**src/hdl/mbrtu_pkg.sv**
```systemverilog
// Shared types, constants and helpers of the Modbus RTU request and reply checker.
package mbrtu_pkg;

   localparam int RX_DEPTH = 32;
   localparam int IDX_W = $clog2(RX_DEPTH);
   localparam int LEN_W = 6;
   localparam int CMP_W = ((IDX_W > LEN_W) ? IDX_W : LEN_W) + 1;

   localparam logic [15:0] CRC_INIT = 16'hFFFF;
   localparam logic [15:0] CRC_POLY = 16'hA001;
   localparam logic [13:0] TIMER_HOLD = 14'd10000;
   localparam logic [4:0] DROP_MAX = 5'h1f;

   localparam logic [1:0] KIND_SEND = 2'd0;
   localparam logic [1:0] KIND_RX = 2'd1;
   localparam logic [1:0] KIND_TICK = 2'd2;
   localparam logic [1:0] KIND_NOP = 2'd3;

   localparam logic [1:0] STAT_BYTE = 2'd0;
   localparam logic [1:0] STAT_NONE = 2'd1;
   localparam logic [1:0] STAT_ACCEPT = 2'd2;
   localparam logic [1:0] STAT_TIMEOUT = 2'd3;

   localparam logic [7:0] FC_READ_HOLD = 8'h03;
   localparam logic [7:0] FC_READ_INPUT = 8'h04;
   localparam logic [7:0] FC_WRITE_ONE = 8'h06;
   localparam logic [7:0] FC_WRITE_MULTI = 8'h10;

   typedef struct packed {
      logic [1:0] kind;
      logic [7:0] function_code;
      logic [7:0] node_addr;
      logic [15:0] start_reg;
      logic [3:0] reg_count;
      logic [15:0] write_value;
      logic [13:0] ack_ticks;
      logic [7:0] rx_byte;
   } req_item_type;

   typedef struct packed {
      logic [1:0] status;
      logic [7:0] tx_byte;
      logic last;
      logic [5:0] frame_length;
      logic [4:0] dropped_count;
   } rsp_item_type;

   typedef struct packed {
      logic clear;
      logic start;
      logic [7:0] data;
   } crc_ctl_type;

   typedef enum logic [3:0] {
      S_IDLE,
      S_TX_BYTE,
      S_TX_CRC,
      S_TX_PUT,
      S_CHK_LOOP,
      S_CHK_RD,
      S_CHK_USE,
      S_CHK_CRC,
      S_PUT
   } state_type;

   // circular buffer add, b below RX_DEPTH
   function automatic logic [IDX_W-1:0] wrap_add(input logic [IDX_W-1:0] a,
                                                 input logic [IDX_W-1:0] b);
      logic [IDX_W:0] s;
      s = {1'b0, a} + {1'b0, b};
      if (s >= (IDX_W+1)'(RX_DEPTH)) begin
         s = s - (IDX_W+1)'(RX_DEPTH);
      end
      return s[IDX_W-1:0];
   endfunction

endpackage

```
**src/hdl/mbrtu_crc.sv**
```systemverilog
// Bit-serial CRC-16 (reflected 0xA001), one data bit per cycle.
module mbrtu_crc (
   input  logic clock,
   input  logic reset,
   input  mbrtu_pkg::crc_ctl_type ctl,
   output logic busy,
   output logic [15:0] crc
);

   logic [15:0] crc_ff, crc_in;
   logic [7:0] sh_ff, sh_in;
   logic [3:0] cnt_ff, cnt_in;
   logic fb;

   always_comb begin
      crc_in = crc_ff;
      sh_in = sh_ff;
      cnt_in = cnt_ff;
      fb = crc_ff[0] ^ sh_ff[0];
      if (ctl.clear) begin
         crc_in = mbrtu_pkg::CRC_INIT;
      end else if (cnt_ff != 4'd0) begin
         crc_in = (crc_ff >> 1) ^ (fb ? mbrtu_pkg::CRC_POLY : 16'h0000);
         sh_in = sh_ff >> 1;
         cnt_in = cnt_ff - 4'd1;
      end else if (ctl.start) begin
         sh_in = ctl.data;
         cnt_in = 4'd8;
      end
   end

   always_ff @(posedge clock) begin
      if (reset) begin
         cnt_ff <= 4'd0;
      end else begin
         cnt_ff <= cnt_in;
      end
      crc_ff <= crc_in;
      sh_ff <= sh_in;
   end

   assign busy = (cnt_ff != 4'd0);
   assign crc = crc_ff;

endmodule

```
**src/hdl/mbrtu_rxbuf.sv**
```systemverilog
// Receive byte store: one write port, one registered read port.
module mbrtu_rxbuf (
   input  logic clock,
   input  logic wr_en,
   input  logic [mbrtu_pkg::IDX_W-1:0] wr_addr,
   input  logic [7:0] wr_data,
   input  logic [mbrtu_pkg::IDX_W-1:0] rd_addr,
   output logic [7:0] rd_data
);

   logic [7:0] mem [mbrtu_pkg::RX_DEPTH];
   logic [7:0] rd_data_ff;

   always_ff @(posedge clock) begin
      if (wr_en) begin
         mem[wr_addr] <= wr_data;
      end
      rd_data_ff <= mem[rd_addr];
   end

   assign rd_data = rd_data_ff;

endmodule

```
**src/hdl/modbus_rtu_request_and_reply_check.sv**
```systemverilog
// Modbus RTU master: request framing, reply search and tick timeout.
// One item at a time. A send item emits 6 or 8 request bytes; each data byte
// passes the byte state, the bit-serial CRC unit and the output state, and
// each CRC byte only the byte and output states. A tick, and a received byte
// when no check runs, go from idle to the put state; while waiting, each
// reply candidate at the buffer front starts in the loop state, each byte
// under the CRC is read, used and shifted through the CRC unit, each CRC byte
// is read and used, and this repeats once per dropped leading byte. Results
// leave through an output register that frees the sequencer while a result
// waits to be taken.
module modbus_rtu_request_and_reply_check (
   input  logic clock,
   input  logic reset,
   input  logic req_valid,
   output logic req_stall,
   input  mbrtu_pkg::req_item_type req_item,
   output logic rsp_valid,
   input  logic rsp_stall,
   output mbrtu_pkg::rsp_item_type rsp_item
);

   localparam int IW = mbrtu_pkg::IDX_W;
   localparam int CW = mbrtu_pkg::CMP_W;

   mbrtu_pkg::state_type state_ff, state_in;
   mbrtu_pkg::req_item_type req_ff, req_in;
   mbrtu_pkg::rsp_item_type out_ff, out_in, res_ff, res_in;
   mbrtu_pkg::crc_ctl_type crc_ctl;
   logic out_valid_ff, out_valid_in;
   logic [7:0] exp_addr_ff, exp_addr_in, exp_code_ff, exp_code_in;
   logic [4:0] exp_edb_ff, exp_edb_in;
   logic [IW-1:0] fill_ff, fill_in, head_ff, head_in;
   logic waiting_ff, waiting_in;
   logic [13:0] timer_ff, timer_in;
   logic [2:0] idx_ff, idx_in;
   logic long_ff, long_in;
   logic [5:0] len_ff, len_in, pos_ff, pos_in;
   logic [4:0] drop_ff, drop_in;
   logic match_ff, match_in;
   logic [7:0] lo_ff, lo_in;
   logic crc_busy;
   logic [15:0] crc_val;
   logic [7:0] rd_data, tx_byte;
   logic [IW-1:0] rd_addr;
   logic wr_en, out_free, is_count, accept;
   logic [13:0] timer_dec;

   mbrtu_crc u_crc (
      .clock(clock), .reset(reset), .ctl(crc_ctl), .busy(crc_busy), .crc(crc_val)
   );

   mbrtu_rxbuf u_rxbuf (
      .clock(clock), .wr_en(wr_en), .wr_addr(mbrtu_pkg::wrap_add(head_ff, fill_ff)),
      .wr_data(req_item.rx_byte), .rd_addr(rd_addr), .rd_data(rd_data)
   );

   assign accept = req_valid && !req_stall;
   assign out_free = !out_valid_ff || !rsp_stall;
   assign is_count = (req_ff.function_code == mbrtu_pkg::FC_READ_HOLD) ||
                     (req_ff.function_code == mbrtu_pkg::FC_READ_INPUT);
   assign rd_addr = mbrtu_pkg::wrap_add(head_ff, IW'(pos_ff));
   assign timer_dec = (timer_ff != 14'd0) ? timer_ff - 14'd1 : timer_ff;

   always_comb begin
      case (idx_ff)
         3'd0: tx_byte = req_ff.node_addr;
         3'd1: tx_byte = req_ff.function_code;
         3'd2: tx_byte = req_ff.start_reg[15:8];
         3'd3: tx_byte = req_ff.start_reg[7:0];
         3'd4: tx_byte = !long_ff ? crc_val[7:0] :
                         (is_count ? 8'h00 : req_ff.write_value[15:8]);
         3'd5: tx_byte = !long_ff ? crc_val[15:8] :
                         (is_count ? {4'h0, req_ff.reg_count} : req_ff.write_value[7:0]);
         3'd6: tx_byte = crc_val[7:0];
         default: tx_byte = crc_val[15:8];
      endcase
   end

   always_comb begin
      state_in = state_ff;
      req_in = req_ff;
      res_in = res_ff;
      out_in = out_ff;
      out_valid_in = out_valid_ff && rsp_stall;
      exp_addr_in = exp_addr_ff;
      exp_code_in = exp_code_ff;
      exp_edb_in = exp_edb_ff;
      fill_in = fill_ff;
      head_in = head_ff;
      waiting_in = waiting_ff;
      timer_in = timer_ff;
      idx_in = idx_ff;
      long_in = long_ff;
      len_in = len_ff;
      pos_in = pos_ff;
      drop_in = drop_ff;
      match_in = match_ff;
      lo_in = lo_ff;
      crc_ctl = '0;
      wr_en = 1'b0;
      req_stall = (state_ff != mbrtu_pkg::S_IDLE);
      unique case (state_ff)
         mbrtu_pkg::S_IDLE: begin
            res_in = '0;
            res_in.status = mbrtu_pkg::STAT_NONE;
            res_in.last = 1'b1;
            if (accept) begin
               req_in = req_item;
               unique case (req_item.kind)
                  mbrtu_pkg::KIND_SEND: begin
                     exp_addr_in = req_item.node_addr;
                     exp_code_in = req_item.function_code;
                     if ((req_item.function_code == mbrtu_pkg::FC_READ_HOLD) ||
                         (req_item.function_code == mbrtu_pkg::FC_READ_INPUT)) begin
                        exp_edb_in = {req_item.reg_count, 1'b1};
                        long_in = 1'b1;
                     end else if ((req_item.function_code == mbrtu_pkg::FC_WRITE_ONE) ||
                                  (req_item.function_code == mbrtu_pkg::FC_WRITE_MULTI)) begin
                        exp_edb_in = 5'd4;
                        long_in = 1'b1;
                     end else begin
                        long_in = 1'b0;
                     end
                     fill_in = '0;
                     waiting_in = 1'b1;
                     timer_in = req_item.ack_ticks;
                     idx_in = 3'd0;
                     crc_ctl.clear = 1'b1;
                     state_in = mbrtu_pkg::S_TX_BYTE;
                  end
                  mbrtu_pkg::KIND_RX: begin
                     wr_en = 1'b1;
                     fill_in = (fill_ff == IW'(mbrtu_pkg::RX_DEPTH - 1)) ? '0 : fill_ff + 1'b1;
                     drop_in = '0;
                     len_in = {1'b0, exp_edb_ff} + 6'd4;
                     if (waiting_ff && (timer_ff <= mbrtu_pkg::TIMER_HOLD)) begin
                        state_in = mbrtu_pkg::S_CHK_LOOP;
                     end else begin
                        state_in = mbrtu_pkg::S_PUT;
                     end
                  end
                  mbrtu_pkg::KIND_TICK: begin
                     timer_in = timer_dec;
                     if (waiting_ff && (timer_dec == 14'd0)) begin
                        waiting_in = 1'b0;
                        res_in.status = mbrtu_pkg::STAT_TIMEOUT;
                     end
                     state_in = mbrtu_pkg::S_PUT;
                  end
                  default: state_in = mbrtu_pkg::S_PUT;
               endcase
            end
         end
         mbrtu_pkg::S_TX_BYTE: begin
            if (idx_ff < (long_ff ? 3'd6 : 3'd4)) begin
               crc_ctl.start = 1'b1;
               crc_ctl.data = tx_byte;
               state_in = mbrtu_pkg::S_TX_CRC;
            end else begin
               state_in = mbrtu_pkg::S_TX_PUT;
            end
         end
         mbrtu_pkg::S_TX_CRC: begin
            if (!crc_busy) begin
               state_in = mbrtu_pkg::S_TX_PUT;
            end
         end
         mbrtu_pkg::S_TX_PUT: begin
            if (out_free) begin
               out_valid_in = 1'b1;
               out_in = '0;
               out_in.status = mbrtu_pkg::STAT_BYTE;
               out_in.tx_byte = tx_byte;
               out_in.last = (idx_ff == (long_ff ? 3'd7 : 3'd5));
               idx_in = idx_ff + 3'd1;
               state_in = out_in.last ? mbrtu_pkg::S_IDLE : mbrtu_pkg::S_TX_BYTE;
            end
         end
         mbrtu_pkg::S_CHK_LOOP: begin
            if (CW'(fill_ff) >= CW'(len_ff)) begin
               pos_in = '0;
               crc_ctl.clear = 1'b1;
               state_in = mbrtu_pkg::S_CHK_RD;
            end else begin
               res_in.dropped_count = drop_ff;
               state_in = mbrtu_pkg::S_PUT;
            end
         end
         mbrtu_pkg::S_CHK_RD: begin
            // read address issued here, data registered for the next state
            state_in = mbrtu_pkg::S_CHK_USE;
         end
         mbrtu_pkg::S_CHK_USE: begin
            if (pos_ff == 6'd0) begin
               match_in = (rd_data == exp_addr_ff);
            end else if (pos_ff == 6'd1) begin
               match_in = match_ff && (rd_data == exp_code_ff);
            end
            if (pos_ff < len_ff - 6'd2) begin
               crc_ctl.start = 1'b1;
               crc_ctl.data = rd_data;
               state_in = mbrtu_pkg::S_CHK_CRC;
            end else if (pos_ff == len_ff - 6'd2) begin
               lo_in = rd_data;
               pos_in = pos_ff + 6'd1;
               state_in = mbrtu_pkg::S_CHK_RD;
            end else if (match_ff && ({rd_data, lo_ff} == crc_val)) begin
               head_in = mbrtu_pkg::wrap_add(head_ff, IW'(len_ff));
               fill_in = IW'(CW'(fill_ff) - CW'(len_ff));
               waiting_in = 1'b0;
               res_in.status = mbrtu_pkg::STAT_ACCEPT;
               res_in.frame_length = len_ff;
               res_in.dropped_count = drop_ff;
               state_in = mbrtu_pkg::S_PUT;
            end else begin
               head_in = mbrtu_pkg::wrap_add(head_ff, IW'(1));
               fill_in = fill_ff - 1'b1;
               drop_in = (drop_ff == mbrtu_pkg::DROP_MAX) ? drop_ff : drop_ff + 5'd1;
               state_in = mbrtu_pkg::S_CHK_LOOP;
            end
         end
         mbrtu_pkg::S_CHK_CRC: begin
            if (!crc_busy) begin
               pos_in = pos_ff + 6'd1;
               state_in = mbrtu_pkg::S_CHK_RD;
            end
         end
         mbrtu_pkg::S_PUT: begin
            if (out_free) begin
               out_valid_in = 1'b1;
               out_in = res_ff;
               state_in = mbrtu_pkg::S_IDLE;
            end
         end
         default: state_in = mbrtu_pkg::S_IDLE;
      endcase
   end

   always_ff @(posedge clock) begin
      if (reset) begin
         state_ff <= mbrtu_pkg::S_IDLE;
         out_valid_ff <= 1'b0;
         exp_addr_ff <= '0;
         exp_code_ff <= '0;
         exp_edb_ff <= '0;
         fill_ff <= '0;
         head_ff <= '0;
         waiting_ff <= 1'b0;
         timer_ff <= '0;
      end else begin
         state_ff <= state_in;
         out_valid_ff <= out_valid_in;
         exp_addr_ff <= exp_addr_in;
         exp_code_ff <= exp_code_in;
         exp_edb_ff <= exp_edb_in;
         fill_ff <= fill_in;
         head_ff <= head_in;
         waiting_ff <= waiting_in;
         timer_ff <= timer_in;
      end
      req_ff <= req_in;
      res_ff <= res_in;
      out_ff <= out_in;
      idx_ff <= idx_in;
      long_ff <= long_in;
      len_ff <= len_in;
      pos_ff <= pos_in;
      drop_ff <= drop_in;
      match_ff <= match_in;
      lo_ff <= lo_in;
   end

   assign rsp_valid = out_valid_ff;
   assign rsp_item = out_ff;

`ifndef SYNTHESIS
   a_status_last: assert property (@(posedge clock) disable iff (reset)
      (rsp_valid && (rsp_item.status != mbrtu_pkg::STAT_BYTE)) |-> rsp_item.last)
      else $error("single status item without last");
   a_accept_len: assert property (@(posedge clock) disable iff (reset)
      (rsp_valid && (rsp_item.status == mbrtu_pkg::STAT_ACCEPT)) |->
      (rsp_item.frame_length >= 6'd4))
      else $error("accepted reply shorter than header and crc");
   a_fill_range: assert property (@(posedge clock) disable iff (reset)
      CW'(fill_ff) < CW'(mbrtu_pkg::RX_DEPTH))
      else $error("fill count out of range");
   a_accept_clears_wait: assert property (@(posedge clock) disable iff (reset)
      (state_ff == mbrtu_pkg::S_CHK_USE && state_in == mbrtu_pkg::S_PUT) |=> !waiting_ff)
      else $error("wait flag still set after accepted reply");
`endif

endmodule

```
**config.mk**
```make
export PLATFORM = sky130hd
export DESIGN_NAME = modbus_rtu_request_and_reply_check
export DESIGN_NICKNAME = d
export VERILOG_FILES = /design/src/hdl/mbrtu_pkg.sv /design/src/hdl/mbrtu_crc.sv /design/src/hdl/mbrtu_rxbuf.sv /design/src/hdl/modbus_rtu_request_and_reply_check.sv
export SDC_FILE = /design/constraint.sdc
export NUM_CORES = 1
export LEC_CHECK = 0
export ABC_AREA = 1
export BUFFER_PORTS_ARGS = -buffer_cell sky130_fd_sc_hd__buf_2
export CAP_MARGIN = 0
export CORE_AREA = 3 3 241 302
export DETAILED_ROUTE_END_ITERATION = 7
export DIE_AREA = 0 0 244 305
export GPL_TIMING_DRIVEN = 0
export HOLD_SLACK_MARGIN = 0.06
export PLACE_DENSITY = 0.51
export SYNTH_ARGS = -nofsm -noshare
export SYNTH_HDL_FRONTEND = slang
export SYNTH_SLANG_ARGS = --single-unit
```
**constraint.sdc**
```tcl
create_clock -name clock -period 3.03 [get_ports clock]
set_input_delay 0.606 -clock clock [delete_from_list [all_inputs] [get_ports clock]]
set_output_delay 0.606 -clock clock [all_outputs]
set_load 0.02 [all_outputs]
```
Word-level counts from Yosys, hierarchy flattened. Memory sizes are Yosys's and may differ from the RTL's. A register that Yosys moved wholly into a read port is not among the register bits. Index checks and enable logic that the tools add are counted. Widths: inputs -> output; s select.

$lt $le $gt $ge: 8. Reductions and logical operators: 49. $add $sub $neg: 18. Bitwise gates (word level): 5. Mux-type cells: 98. Equal/unequal tests: 48.

Operators with widths (count): $mux 5 (19); $pmux 8 s7 (1); $mux 4 (12); $mux 22 (2); $pmux 22 s2 (1); $mux 8 (5); $pmux 4 s9 (1); $mux 11 (3); $pmux 5 s2 (3); $pmux 14 s2 (1); $ne 2x2->1 const B (13); $sub 5x1->5 const B (5); $eq 8x3->1 const B (3); $ge 6x6->1 const B (4); $mux 6 (4); $mux 1 (20); $reduce_and 5->1 (4); $add 5x5->6 (3); $mux 9 (2); $pmux 6 s3 (1); $pmux 9 s2 (1); $reduce_and 3->1 (6); $eq 16x16->1 (1); $eq 4x3->1 const B (4); 61 further kinds (107).

Output and inout port bits: 24. Word-level logic and storage cells: 260. Memory bits (writable): 256. Register bits after elaboration: 196. Memories: 1. Input bits: 80.

Memory list: u_rxbuf.mem (words 32, width 8, read ports 1, clocked after memory_dff 1, wr ports 1, line mbrtu_rxbuf.sv:11) `logic [7:0] mem [mbrtu_pkg::RX_DEPTH];`.

Logic depth before layout (Yosys ltp).
Depth after elaboration: 9. Depth in mapped cells: 19. Depth with buffers taken out: 19.

Modules after synthesis. A second synthesis with hierarchy kept.

Cell total of the unflattened synthesis: 2157. Area, all modules: 21219.1 um^2.

Modules (own cells, without submodules): mbrtu_rxbuf (instances 1, cells each 922, area an instance 10786.6 um^2, seq. area each 7847.5 um^2); modbus_rtu_request_and_reply_check (instances 1, cells each 1093, area an instance 9275.1 um^2, seq. area each 4534.3 um^2); mbrtu_crc (instances 1, cells each 142, area an instance 1157.4 um^2, seq. area each 640.6 um^2).

Worst setup path before layout. Ideal clock, no wire load.

Kind: flip-flop to flip-flop. From: reg len_ff[1]. To: reg drop_ff[0] (enable). Required time: 2.653 ns. Clock period less this slack: 2.762 ns. Path buffers: 0. Slack: 0.268 ns. Stages on the path, launching flop included: 14. Arrival: 2.384 ns. Setup time: 0.377 ns. Path through: edfxtp_1 > inv_1 > ha_1 > nand3_1 > xor2_1 > ha_1 > nand2_1 > o21ai_0 > a21oi_2 > nand2_4 > nand2_2 > nor2_2 > inv_1 > a221oi_1.

Cells in the longest elaborated chain, start to end: 4. Elaborated cells between the ends (all ways): 6. Those cells by class: 1 x add/sub; 1 x order compare; 3 x eq/ne; 1 x reduce/logical.

Ends and longest elaborated chain: from (decl) (line modbus_rtu_request_and_reply_check.sv:37) `logic [5:0] len_ff, len_in, pos_ff, pos_in;`; from (signal assigned) (line modbus_rtu_request_and_reply_check.sv:266) `len_ff <= len_in;`; $sub 6x2->6 * (line modbus_rtu_request_and_reply_check.sv:199, modbus_rtu_request_and_reply_check.sv:203); $lt 6x6->1 / $eq 6x6->1 (equally long branches) (line modbus_rtu_request_and_reply_check.sv:199, modbus_rtu_request_and_reply_check.sv:203); $ne 2x2->1 (no line); $reduce_and 7->1 (no line) *; to (signal assigned) (line modbus_rtu_request_and_reply_check.sv:268) `drop_ff <= drop_in;`; to (decl) (line modbus_rtu_request_and_reply_check.sv:38) `logic [4:0] drop_ff, drop_in;`.

Every way passes the cells marked *; elsewhere a longest branch is shown, timed or not. A chain may end at the register's enable or synchronous reset.

Worst setup path after layout.
From: reg u_rxbuf.rd_data_ff[0], in the netlist u_rxbuf.rd_data[0], read port of u_rxbuf.mem. To: reg fill_ff[4].

Cells in the longest elaborated chain, start to end: 6.

Ends and longest elaborated chain: from (decl) (line mbrtu_rxbuf.sv:12) `logic [7:0] rd_data_ff;`; $eq 16x16->1 (line modbus_rtu_request_and_reply_check.sv:207) `end else if (match_ff && ({rd_data, lo_ff} == crc_val)) begin`; $logic_and 1x1->1 (line modbus_rtu_request_and_reply_check.sv:207); $mux 5 (line modbus_rtu_request_and_reply_check.sv:207); $mux 5 (line modbus_rtu_request_and_reply_check.sv:203) `end else if (pos_ff == len_ff - 6'd2) begin`; $mux 5 (line modbus_rtu_request_and_reply_check.sv:199) `if (pos_ff < len_ff - 6'd2) begin`; $pmux 5 s2 (line modbus_rtu_request_and_reply_check.sv:102) `unique case (state_ff)`; to (signal assigned) (line modbus_rtu_request_and_reply_check.sv:256) `fill_ff <= fill_in;`; to (decl) (line modbus_rtu_request_and_reply_check.sv:32) `logic [IW-1:0] fill_ff, fill_in, head_ff, head_in;`.

Every way passes these cells. The select of a mux whose other input is x is not followed.

==> metrics.csv <==
stage,metric,value,unit
status,status,finished clean,
power_and_ir_drop,maximum vdd drop,429.5,uV
place,pre-CTS setup slack,-525.5,ps
route,Starting DRT DRC Count,1052,
worst_setup_path,Worst path slowest cell,dfxtp_4,
cells_and_area,fin nets,2318,
synth,XOR/XNOR share of the synthesized area,1.492,%
cells_and_area,area growth from synthesis to layout,17.69,%
synth,syn_nets,2156,
worst_setup_path,Slowest Stage Delay on Critical Path,430,ps
timing,Fmax achieved,0.3344,GHz
synth,post-synth cell types,55,
cts,clk root buf,clkbuf_16,
synth,Yosys reg bits,460,
synth,Ys Warns,0,
floorplan,Core Area,0.07037,mm^2
synth,post-synthesis sequential area ratio,62.13,%
worst_setup_path,Max Fanout on Critical Path,5,
cells_and_area,Seq. cell area,0.01304,mm^2
global_routing,initial antenna violation count,0,
timing,unrepaired setup endpoints after global routing,yes,
synth,post-synthesis cell count,2028,
cts,CTS Sinks,460,
worst_setup_path,worst path cell trace,inv_1 -> nand2_1 -> nand4_1 -> nor3_2 -> nand3_1 -> nor2_4 -> inv_1 -> nor2_2 -> inv_1 -> fa_1 -> nand2_1 -> inv_1 -> nor2_1 -> o21bai_1 -> xor2_1 -> inv_1 -> nand2_1 -> nand3_1 -> a21oi_1,
synth,largest family of logic cells by synthesized area,simple AND/OR/NAND/NOR gates,
cells_and_area,non-filler instance count after layout,3175,
worst_setup_path,CP most frequent cell,inv_1,
timing,"Worst Setup Slack, final",39.94,ps
route,TritonRoute pass-1 iters,5,
synth,syn_area_per_cell,10.34,um^2
cts,TritonCTS clock tree,yes,
power_and_ir_drop,Total Power,17530,uW
cts,clock latency on the worst-skew pair,610,ps
place,number of port buffers,102,
timing,min Tclk post-route,2990,ps
place,# placed instances,3075,
synth,Synth Area in Compound Gates,11.12,%
floorplan,Initial Util,29.78,%
worst_setup_path,crit path DAT,3530,ps
cts,CTS Buf Count,50,
hold_path,Hold WC Path Type,in2reg,
place,DPL Wire Length,44.83,mm
synth,mux cell area share after synthesis,0.4776,%
cts,cts hold-fix bufs,0,
timing,Sum Neg Setup Slack,0,ps
worst_setup_path,critical path's top delay family,simple AND/OR/NAND/NOR gates,
worst_setup_path,Required @ worst endpoint,3570,ps
power_and_ir_drop,Leak,0.009390,uW
synth,Syn Std Cell Area,0.02096,mm^2
global_routing,grt total ovfl,0,
power_and_ir_drop,Cell Pwr Density,710.5,mW/mm^2
worst_setup_path,CP Launch Type,flip-flop,
floorplan,full die area,0.07442,mm^2
timing,Worst-Margin Slew,894.6,ps
worst_setup_path,CP Capture Type,flip-flop,
cts,clock buffer depth,3,
global_routing,global-route wire length before repair,91.51,mm
route,final wirelength,61.04,mm
cells_and_area,area of the multi-input gates,0.007013,mm^2
job,max-cap violation count,0,
global_routing,Overall Global Routing Usage,16.04,%
global_routing,largest net degree at the start of global routing,37,
place,GPL Wtd Cong,0.8766,
route,post-detailed-route wirelength per cell,19.23,um
route,DRC,0,
route,Vias/cell,4.845,
worst_setup_path,Crit path buffers/inverters,5,
timing,"Period Utilization, post-route",98.68,%
cts,Worst-path clk slew,60,ps
timing,final setup fails,0,
floorplan,chip width,244,um
worst_setup_path,critical path class,reg2reg,
route,vias,15380,
timing,worst clock skew,56.29,ps
synth,Post-Synth Simple-Gate Area,16.69,%
cells_and_area,Diodes inserted,0,
synth,adder-cell share of the synthesized area,3.009,%
floorplan,Ports,104,
floorplan,row count,109,
cells_and_area,fraction of layout cells with a size suffix above 1,14.83,%
global_routing,vias in the first global route,15500,
cts,H-tree depth,2,
cells_and_area,filler cell count,7147,
timing,"Slew Viols, Final",0,
timing,endpoints failing hold,0,
timing,slew margin rel.,40.14,%
floorplan,Die Span Y,305,um
route,DRT antenna net count,0,
==> final cells by class <==
| type | instances | share of cell area [%] |
|---|---|---|
| inverter | 196 | 2.988 |
| multi-input combinational | 1298 | 28.43 |
| timing repair buffer | 111 | 2.475 |
| tap | 943 | 4.783 |
| clock inverter | 32 | 1.598 |
| sequential | 460 | 52.86 |
| buffer | 73 | 1.486 |
| clock buffer | 62 | 5.377 |
==> metrics by stage <==
step                      instance area [um^2]  hold slack, ps  util [%]
final                                    24670           166.0     35.05
after global routing                     24670           134.1     35.05
after CTS                                24490           123.6     34.81
after detailed placement                 22690           428.2     32.24
after global placement                   22650           429.2     32.19
after floorplan                          20960           408.6         -
==> layout by cell type (no fill, tap or decap), types with 50 or more instances in the layout <==
| master | instances |
|---|---|
| nand3_1 | 62 |
| o21ai_0 | 141 |
| a21oi_1 | 60 |
| nand2_1 | 329 |
| nor2_1 | 344 |
| inv_1 | 177 |
| dfxtp_1 | 73 |
| o211ai_1 | 51 |
| edfxtp_1 | 381 |
| clkbuf_16 | 50 |
| buf_2 | 123 |
==> Yosys cell counts (all sizes together) <==
cell type  instances  share of area, %
a31oi              2             0.060
a211oi             7              0.25
a22o               1             0.042
o21bai             2             0.072
o2111ai            5              0.21
xor2              21              0.95
o32ai             46               1.9
o31ai             10              0.36
nor4               3             0.090
nor3              11              0.26
o211ai            51               1.8
ha                44               2.6
o221ai             1             0.042
clkbuf            40              0.72
o21a               1             0.036
xnor2             13              0.54
dfxtp             79               7.5
nor2             379               7.2
nand4             16              0.48
a21oi             65               1.7
nand3             67               1.9
nor3b              3              0.11
fa                 4              0.38
clkinv             2             0.042
buf               34              0.85
inv              194               3.5
a221oi             5              0.21
a22oi              4              0.14
mux2i             10              0.48
edfxtp           381                55
or2                7              0.21
o22ai             17              0.51
a21o               1             0.036
nand3b             7              0.27
o21ai            156               3.7
nand2            339               6.2
==> logic make-up (layout without fill, tap and decap cells) <==
family                   after synthesis  after routing
XOR/XNOR                              34             34
adder cells (fa/ha/maj)               48             48
flip-flops                           460            460
multiplexers                          10             10
buffers and inverters                270            474
AND/OR/NAND/NOR                      832            832
AO/OA/AOI/OAI                        374            374
==> metal layers <==
metal / share of wire [%] / track usage [%] / vias to the layer above
met3: 4.8 / 2.578 / 145
met1: 39 / 17.91 / 7449
met2: 52 / 29.83 / 420
met4: 4.6 / 7.062 / 0
met5: 0 / 0 / -
li1: - / - / 7370
==> worst paths after layout <==
| kind | end | startpoint | slack, ps | cells after the start |
|---|---|---|---|---|
| worst max-delay path | fill_ff[4]$_SDFFE_PP0P_ | u_rxbuf.rd_data[0]$_DFF_P_ | 40 | 19 |
| worst min-delay path | req_ff[26]$_DFFE_PP_ | req_item[26] | 170 | 1 |
| worst max register to register | fill_ff[4]$_SDFFE_PP0P_ | u_rxbuf.rd_data[0]$_DFF_P_ | 40 | 19 |
| worst min register to register | len_ff[0]$_DFFE_PP_ | exp_edb_ff[0]$_SDFFE_PP0P_ | 450 | 0 |
==> flip-flops by register name, indices dropped and copies added (netlist names), 3 cells and up <==
name	count
u_crc.crc	16
state_ff	4
u_rxbuf.rd_data	8
len_ff	6
fill_ff	5
res_ff	13
exp_code_ff	8
u_crc.sh_ff	8
drop_ff	5
u_rxbuf.mem	256
pos_ff	6
exp_edb_ff	5
u_crc.cnt_ff	4
lo_ff	8
rsp_item	22
idx_ff	3
exp_addr_ff	8
head_ff	5
req_ff	52
timer_ff	14
==> worst register-to-register path: cells and delay by family (launching register included) <==
| family | cells | cell delay, ps |
|---|---|---|
| DFF | 1 | 430 |
| xor gates and xnor gates | 1 | 170 |
| buffers and inverters | 5 | 450 |
| AOI/OAI and AO/OA | 2 | 260 |
| adders and majority gates | 1 | 420 |
| and+or+nand+nor | 10 | 1170 |
==> where the power goes <==
group,switching [uW],internal (uW)
combinational,2250,985
clock,2640,3740
sequential,366,7540
==> repair_timing <==
item / 4_1_cts / 5_1_grt
pin swaps: 0 / 2
setup buffers: 1 / 6
setup endpoints to repair: 32 / 149
resized for setup: 29 / 54
cloned: 0 / 0
hold endpoints to repair: 0 / 0
No activity file was read; power rests on OpenSTA's default activity.
